$ cat src/design/spq_pkg.sv
// shared types, codes and defaults for the sorted priority queue
package spq_pkg;

  // default number of stored jobs
  localparam int unsigned CAPACITY_DEF = 16;

  // command codes
  localparam logic CMD_INSERT = 1'b0;
  localparam logic CMD_POP    = 1'b1;

  // status codes
  localparam logic [1:0] ST_OK    = 2'd0;
  localparam logic [1:0] ST_FULL  = 2'd1;
  localparam logic [1:0] ST_EMPTY = 2'd2;

  // one stored job
  typedef struct packed {
    logic signed [15:0] prio;
    logic [15:0]        id;
    logic [15:0]        size;
    logic [7:0]         user;
  } entry_t;

  // result handed from the sequencer to the output register
  typedef struct packed {
    logic [1:0] status;
    logic       popped;
    entry_t     job;
    logic [4:0] entry_count;
    logic       is_full;
    logic       is_empty;
  } res_t;

endpackage

$ cat src/design/sorted_priority_queue_top.sv
// Sorted priority queue, top level with output register.
// Jobs are kept sorted by descending priority in one circular memory of
// CAPACITY entries; equal priorities leave in arrival order. One item is
// worked on at a time. A pop reads the head entry, then reports; a pop on
// an empty queue and an insert into an empty or full queue go straight to
// the result. Any other insert scans from the tail, one stored entry per cycle
// through the single memory read port, moving each lower-priority entry one
// place back, until it stops behind a stored job or lands at the head. A
// finished result waits in the output register while the next item is
// accepted. Every item gives exactly one result with the status, the popped
// job (zero otherwise), and the count, full and empty flags after the
// operation. No clearing pass is needed after reset.
module sorted_priority_queue_top import spq_pkg::*; #(
  parameter int unsigned CAPACITY = CAPACITY_DEF,
  localparam int unsigned AW = (CAPACITY > 1) ? $clog2(CAPACITY) : 1
) (
  input  logic               clk,
  input  logic               rst_n,
  input  logic               in_valid,
  output logic               in_stall,
  input  logic               in_cmd,
  input  logic signed [15:0] in_job_priority,
  input  logic [15:0]        in_job_id,
  input  logic [15:0]        in_job_size,
  input  logic [7:0]         in_job_user,
  output logic               out_valid,
  input  logic               out_stall,
  output logic [1:0]         out_status,
  output logic               out_out_valid,
  output logic signed [15:0] out_out_priority,
  output logic [15:0]        out_out_id,
  output logic [15:0]        out_out_size,
  output logic [7:0]         out_out_user,
  output logic [4:0]         out_entry_count,
  output logic               out_is_full,
  output logic               out_is_empty
);

  entry_t        in_job;
  res_t          res;
  res_t          res_r;
  logic          res_valid;
  logic          res_take;
  logic          out_valid_r;
  logic          mem_we;
  logic [AW-1:0] mem_wa;
  entry_t        mem_wd;
  logic          mem_re;
  logic [AW-1:0] mem_ra;
  entry_t        mem_rd;

  // input job bundle
  assign in_job.prio = in_job_priority;
  assign in_job.id   = in_job_id;
  assign in_job.size = in_job_size;
  assign in_job.user = in_job_user;

  spq_ctrl #(.CAPACITY(CAPACITY)) u_ctrl (
    .clk       (clk),
    .rst_n     (rst_n),
    .in_valid  (in_valid),
    .in_stall  (in_stall),
    .cmd       (in_cmd),
    .in_job    (in_job),
    .res_valid (res_valid),
    .res_take  (res_take),
    .res       (res),
    .mem_we    (mem_we),
    .mem_wa    (mem_wa),
    .mem_wd    (mem_wd),
    .mem_re    (mem_re),
    .mem_ra    (mem_ra),
    .mem_rd    (mem_rd)
  );

  spq_mem #(.CAPACITY(CAPACITY)) u_mem (
    .clk     (clk),
    .wr_en   (mem_we),
    .wr_addr (mem_wa),
    .wr_data (mem_wd),
    .rd_en   (mem_re),
    .rd_addr (mem_ra),
    .rd_data (mem_rd)
  );

  // output register takes a result when empty or being drained
  assign res_take = res_valid && (!out_valid_r || !out_stall);

  always_ff @(posedge clk) begin
    if (!rst_n) begin
      out_valid_r <= 1'b0;
    end else if (res_take) begin
      out_valid_r <= 1'b1;
    end else if (!out_stall) begin
      out_valid_r <= 1'b0;
    end
  end

  always_ff @(posedge clk) begin
    if (res_take) begin
      res_r <= res;
    end
  end

  // result ports
  assign out_valid        = out_valid_r;
  assign out_status       = res_r.status;
  assign out_out_valid    = res_r.popped;
  assign out_out_priority = res_r.job.prio;
  assign out_out_id       = res_r.job.id;
  assign out_out_size     = res_r.job.size;
  assign out_out_user     = res_r.job.user;
  assign out_entry_count  = res_r.entry_count;
  assign out_is_full      = res_r.is_full;
  assign out_is_empty     = res_r.is_empty;

endmodule

$ cat src/design/spq_mem.sv
// entry storage: one write port, one read port, registered read data
module spq_mem import spq_pkg::*; #(
  parameter int unsigned CAPACITY = CAPACITY_DEF,
  localparam int unsigned AW = (CAPACITY > 1) ? $clog2(CAPACITY) : 1
) (
  input  logic          clk,
  input  logic          wr_en,
  input  logic [AW-1:0] wr_addr,
  input  entry_t        wr_data,
  input  logic          rd_en,
  input  logic [AW-1:0] rd_addr,
  output entry_t        rd_data
);

  entry_t mem [CAPACITY];

  // write port
  always_ff @(posedge clk) begin
    if (wr_en) begin
      mem[wr_addr] <= wr_data;
    end
  end

  // read port
  always_ff @(posedge clk) begin
    if (rd_en) begin
      rd_data <= mem[rd_addr];
    end
  end

endmodule

$ cat src/design/spq_ctrl.sv
// sequencer: circular sorted list in memory, pops at the head, inserts by tail scan
module spq_ctrl import spq_pkg::*; #(
  parameter int unsigned CAPACITY = CAPACITY_DEF,
  localparam int unsigned AW = (CAPACITY > 1) ? $clog2(CAPACITY) : 1,
  localparam int unsigned CW = $clog2(CAPACITY + 1),
  localparam int unsigned SW = ((AW > CW) ? AW : CW) + 1
) (
  input  logic          clk,
  input  logic          rst_n,
  input  logic          in_valid,
  output logic          in_stall,
  input  logic          cmd,
  input  entry_t        in_job,
  output logic          res_valid,
  input  logic          res_take,
  output res_t          res,
  output logic          mem_we,
  output logic [AW-1:0] mem_wa,
  output entry_t        mem_wd,
  output logic          mem_re,
  output logic [AW-1:0] mem_ra,
  input  entry_t        mem_rd
);

  typedef enum logic [2:0] {S_IDLE, S_POP, S_SCAN, S_PUT, S_RES} state_t;

  localparam logic [AW-1:0] LAST_ADDR = AW'(CAPACITY - 1);
  localparam logic [CW-1:0] CAP_CNT   = CW'(CAPACITY);
  localparam logic [SW-1:0] CAP_SUM   = SW'(CAPACITY);

  state_t        state_r, state_nxt;
  logic [AW-1:0] head_r, head_nxt;
  logic [CW-1:0] count_r, count_nxt;
  logic [AW-1:0] ptr_r, ptr_nxt;
  logic [CW-1:0] k_r, k_nxt;
  entry_t        job_r, job_nxt;
  logic [1:0]    status_r, status_nxt;
  logic          popped_r, popped_nxt;
  entry_t        pjob_r, pjob_nxt;

  logic [SW-1:0] tail_sum;
  logic [AW-1:0] tail_addr;
  logic [AW-1:0] ptr_inc;
  logic [AW-1:0] ptr_dec;
  logic [AW-1:0] head_inc;
  logic [31:0]   count_wide;

  // physical address of the last stored entry
  always_comb begin
    tail_sum = SW'(head_r) + SW'(count_r) - SW'(1);
    if (tail_sum >= CAP_SUM) begin
      tail_sum = tail_sum - CAP_SUM;
    end
    tail_addr = tail_sum[AW-1:0];
  end

  // wrapping neighbors of the scan pointer and the head
  assign ptr_inc  = (ptr_r == LAST_ADDR) ? '0 : ptr_r + AW'(1);
  assign ptr_dec  = (ptr_r == '0) ? LAST_ADDR : ptr_r - AW'(1);
  assign head_inc = (head_r == LAST_ADDR) ? '0 : head_r + AW'(1);

  assign in_stall  = (state_r != S_IDLE);
  assign res_valid = (state_r == S_RES);

  // result fields
  assign count_wide      = 32'(count_r);
  assign res.status      = status_r;
  assign res.popped      = popped_r;
  assign res.job         = pjob_r;
  assign res.entry_count = count_wide[4:0];
  assign res.is_full     = (count_r == CAP_CNT);
  assign res.is_empty    = (count_r == '0);

  // next state and memory accesses
  always_comb begin
    state_nxt  = state_r;
    head_nxt   = head_r;
    count_nxt  = count_r;
    ptr_nxt    = ptr_r;
    k_nxt      = k_r;
    job_nxt    = job_r;
    status_nxt = status_r;
    popped_nxt = popped_r;
    pjob_nxt   = pjob_r;
    mem_we     = 1'b0;
    mem_wa     = ptr_inc;
    mem_wd     = job_r;
    mem_re     = 1'b0;
    mem_ra     = ptr_dec;
    case (state_r)
      S_IDLE: begin
        if (in_valid) begin
          job_nxt    = in_job;
          status_nxt = ST_OK;
          popped_nxt = 1'b0;
          pjob_nxt   = '0;
          if (cmd == CMD_POP) begin
            if (count_r == '0) begin
              status_nxt = ST_EMPTY;
              state_nxt  = S_RES;
            end else begin
              mem_re    = 1'b1;
              mem_ra    = head_r;
              state_nxt = S_POP;
            end
          end else if (count_r == CAP_CNT) begin
            status_nxt = ST_FULL;
            state_nxt  = S_RES;
          end else if (count_r == '0) begin
            mem_we    = 1'b1;
            mem_wa    = head_r;
            mem_wd    = in_job;
            count_nxt = count_r + CW'(1);
            state_nxt = S_RES;
          end else begin
            mem_re    = 1'b1;
            mem_ra    = tail_addr;
            ptr_nxt   = tail_addr;
            k_nxt     = count_r - CW'(1);
            state_nxt = S_SCAN;
          end
        end
      end
      S_POP: begin
        pjob_nxt   = mem_rd;
        popped_nxt = 1'b1;
        head_nxt   = head_inc;
        count_nxt  = count_r - CW'(1);
        state_nxt  = S_RES;
      end
      S_SCAN: begin
        // entry at ptr either stays (job lands behind it) or moves one down
        mem_we = 1'b1;
        mem_wa = ptr_inc;
        if (mem_rd.prio >= job_r.prio) begin
          mem_wd    = job_r;
          count_nxt = count_r + CW'(1);
          state_nxt = S_RES;
        end else begin
          mem_wd = mem_rd;
          if (k_r == '0) begin
            state_nxt = S_PUT;
          end else begin
            mem_re  = 1'b1;
            mem_ra  = ptr_dec;
            ptr_nxt = ptr_dec;
            k_nxt   = k_r - CW'(1);
          end
        end
      end
      S_PUT: begin
        // every stored job has lower priority: new job becomes the head
        mem_we    = 1'b1;
        mem_wa    = head_r;
        mem_wd    = job_r;
        count_nxt = count_r + CW'(1);
        state_nxt = S_RES;
      end
      S_RES: begin
        if (res_take) begin
          state_nxt = S_IDLE;
        end
      end
      default: begin
        state_nxt = S_IDLE;
      end
    endcase
  end

  // state, head pointer and entry count
  always_ff @(posedge clk) begin
    if (!rst_n) begin
      state_r <= S_IDLE;
      head_r  <= '0;
      count_r <= '0;
    end else begin
      state_r <= state_nxt;
      head_r  <= head_nxt;
      count_r <= count_nxt;
    end
  end

  // payload registers
  always_ff @(posedge clk) begin
    ptr_r    <= ptr_nxt;
    k_r      <= k_nxt;
    job_r    <= job_nxt;
    status_r <= status_nxt;
    popped_r <= popped_nxt;
    pjob_r   <= pjob_nxt;
  end

endmodule

$ cat config.mk
export PLATFORM = sky130hd
export DESIGN_NAME = sorted_priority_queue_top
export DESIGN_NICKNAME = d
export VERILOG_FILES = /design/src/design/spq_pkg.sv /design/src/design/sorted_priority_queue_top.sv /design/src/design/spq_mem.sv /design/src/design/spq_ctrl.sv
export SDC_FILE = /design/constraint.sdc
export NUM_CORES = 1
export LEC_CHECK = 0
export CAP_MARGIN = 20
export CORE_MARGIN = 5
export CORE_UTILIZATION = 52
export DETAILED_ROUTE_END_ITERATION = 12
export DONT_BUFFER_PORTS = 1
export PLACE_DENSITY = 0.71
export SLEW_MARGIN = 5
export SYNTH_ARGS = -nofsm -noshare
export SYNTH_HDL_FRONTEND = slang
export SYNTH_SLANG_ARGS = --single-unit
$ cat constraint.sdc
create_clock -name clk -period 16.5 [get_ports clk]
set_input_delay 4.125 -clock clk [delete_from_list [all_inputs] [get_ports clk]]
set_output_delay 4.125 -clock clk [all_outputs]
set_load 0.05 [all_outputs]
==> flow_summary.json <==
{
  "layout-drive-gt1-share_pct": 10.1,
  "status": "finished, final reports clean",
  "cts_buffers": 110,
  "clk_path_buf_depth": 3,
  "syn_area_um2": 45100,
  "synth_nets": 2930,
  "cts_setup_buffers": 0,
  "synth.distinct_cells": 67,
  "fin_crit_ns": 8.43,
  "tritoncts": "yes",
  "port_buffers": 0,
  "hpwlAfterDp_um": 57800,
  "p_leak_nw": 16.8,
  "ys_seq_elements": 1155,
  "ir_worst_vdd_v": 0.000131,
  "antenna_found_initial": 5,
  "startpoint_type": "input port",
  "fin_nets": 2913,
  "routed_wl_um": 114000,
  "yosysSeqAreaShare_pct": 76.6,
  "clock_latency_ns": 0.68,
  "finalPower_mw": 7.80,
  "pwr_density_cell_nw_per_um2": 156,
  "hp-class": "reg2reg",
  "cts_hold_buf": 0,
  "h-tree-depth": 3,
  "final_common_cell": "edfxtp_1",
  "firstDrtPassIters": 6,
  "fin_crit_sh_pct": 51.1,
  "crit_type": "in2reg",
  "grt_pass1_wl_um": 167000,
  "worst_ep_arrival_time_ns": 8.85,
  "hold_viol": 0,
  "setup_violations": 0,
  "grt_usage_pct": 23.9,
  "synth_edf_count": 1142,
  "synth_top_area_cell": "edfxtp_1",
  "synthFlopType": "edfxtp_1",
  "cp-end-kind": "flop",
  "final_cell_mix": "edfxtp_1 (1,142), nand2_1 (411), mux2i_1 (170)",
  "dieArea_um2": 92800,
  "path_max_fanout": 196,
  "globalplace.congestion": 0.818,
  "maxSlewViolCount": 0,
  "core-area_um2": 86500,
  "fin_area_um2": 49900,
  "fin_setup_tns_ns": 0,
  "clkTransAtPathRegs_ns": 0.06,
  "start_util_pct": 52.2,
  "clock-sinks": 1155,
  "syn_to_final_growth_pct": 10.5,
  "ant_nets": 0,
  "ctsResizeCount": 0,
  "rows": 108,
  "ys_warn_count": 0,
  "die_h_um": 305,
  "r2r_setup_slack_ns": 10.77,
  "fin_util_pct": 57.7,
  "drcViolationCount": 0,
  "async_flop_share_pct": 0,
  "place_area_um2": 46400,
  "crit_required_ns": 16.91,
  "finClkSkew_ns": 0.0199,
  "design.portCount": 129,
  "first_iter_violations": 3120,
  "grt_setup_unrepaired": "no",
  "slew_headroom_pct": 11.5,
  "grt_remaining_overflow": 0,
  "grt_pass1_vias": 25500,
  "clock.fmax_mhz": 119,
  "viasPerCell": 6.35,
  "maxCapViolations": 0,
  "syn_area_per_cell_um2": 15.9,
  "yosysTopAreaCellShare_pct": 76.0,
  "vias": 25900,
  "grt_max_degree": 197,
  "clockRootBuffer": "clkbuf_16",
  "synth.top_cells.by_area": "edfxtp_1 (76%), mux2i_1 (3.8%), nand2_1 (3.5%), a2bb2oi_1 (1.9%), nand3_1 (1.5%)",
  "avgRoutedWirePerCell_um": 28.0,
  "die_w_um": 305,
  "synthCells": 2840,
  "tightest_slew_ns": 1.33
}
==> worst max-delay path: stages <==
cell,delay [ns]
or4b_1,0.36
clkinv_2,0.58
and4_1,0.51
a211oi_4,0.22
buf_4,0.63
buf_12,0.66
nand2_4,0.87
nor2_1,0.38
nor3_2,0.08
==> layout make-up <==
class                           instances  area (um2)
Antenna cell                            7        17.5
Clock buffer                          131        2840
Clock inverter                         76         664
Fill cell                            6435       36600
Inverter                               40         151
Multi-Input combinational cell       1473        9860
Sequential cell                      1155       34600
Tap cell                             1155        1450
Timing Repair Buffer                   43         348
==> registers in the layout (all words and copies together) (netlist names), 2 cells and up <==
| register | cells |
|---|---|
| u_ctrl.k_r | 5 |
| u_mem.mem | 896 |
| u_ctrl.state_r | 3 |
| u_ctrl.status_r | 2 |
| u_ctrl.count_r | 5 |
| u_ctrl.job_r | 56 |
| u_ctrl.head_r | 4 |
| out_out_user | 8 |
| out_out_priority | 16 |
| u_ctrl.ptr_r | 4 |
| u_mem.rd_data | 56 |
| out_status | 2 |
| out_entry_count | 5 |
| out_out_size | 16 |
| u_ctrl.res | 56 |
| out_out_id | 16 |
==> Yosys cell counts, types with 40 or more instances <==
cell type / number
and3_1: 56
edfxtp_1: 1142
and2_1: 60
inv_1: 40
nand2_1: 415
a221o_1: 56
o22ai_1: 49
mux2i_1: 170
nand3_1: 135
nor2_1: 83
a32oi_1: 55
clkbuf_1: 81
o2111ai_1: 49
a2bb2oi_1: 97
buf_2: 67
==> logic make-up (layout without fill, tap and decap cells) <==
kind of cell	count (synthesis)	after routing	synth area share [%]
other	0	7	0
adders and majority gates	29	29	0.821
and+or+nand+nor	852	852	9.05
xor gates and xnor gates	14	14	0.272
DFF	1155	1155	76.6
AOI/OAI and AO/OA	406	406	7.28
muxes	172	172	3.82
buffers and inverters	212	290	2.21
==> power by group <==
part           switching [mW]  internal [mW]
clock                    1.07           1.37
combinational            1.06          0.416
sequential              0.211           3.67
==> path summary, 6_finish.rpt <==
path,from,end,depth (start not counted)
max reg2reg,u_ctrl.state_r[2],u_mem.rd_data[19],9
min reg2reg,u_ctrl.res[45],out_out_id[14],0
max,in_valid,u_mem.rd_data[19],9
min,u_ctrl.res[45],out_out_id[14],0
==> per-stage QoR <==
stage | setup WS [ns] | hold slack [ns] | instances
floorplan | 8.00 | 0.400 | 2840
global placement | 7.71 | 0.401 | 3864
detailed placement | 7.57 | 0.405 | 3866
CTS | 8.27 | 0.418 | 4073
global route | 7.93 | 0.428 | 4075
finish | 8.07 | 0.417 | 4080
==> per-layer routing <==
layer | GRT usage (%) | vias to the layer above | share of wire, %
li1 | - | 11000 | -
met1 | 32.9 | 13000 | 38
met2 | 38.7 | 1554 | 48
met3 | 5.03 | 260 | 11
met4 | 8.10 | 0 | 3.4
met5 | 0 | - | 0
Power figures use the tool's default switching activity.
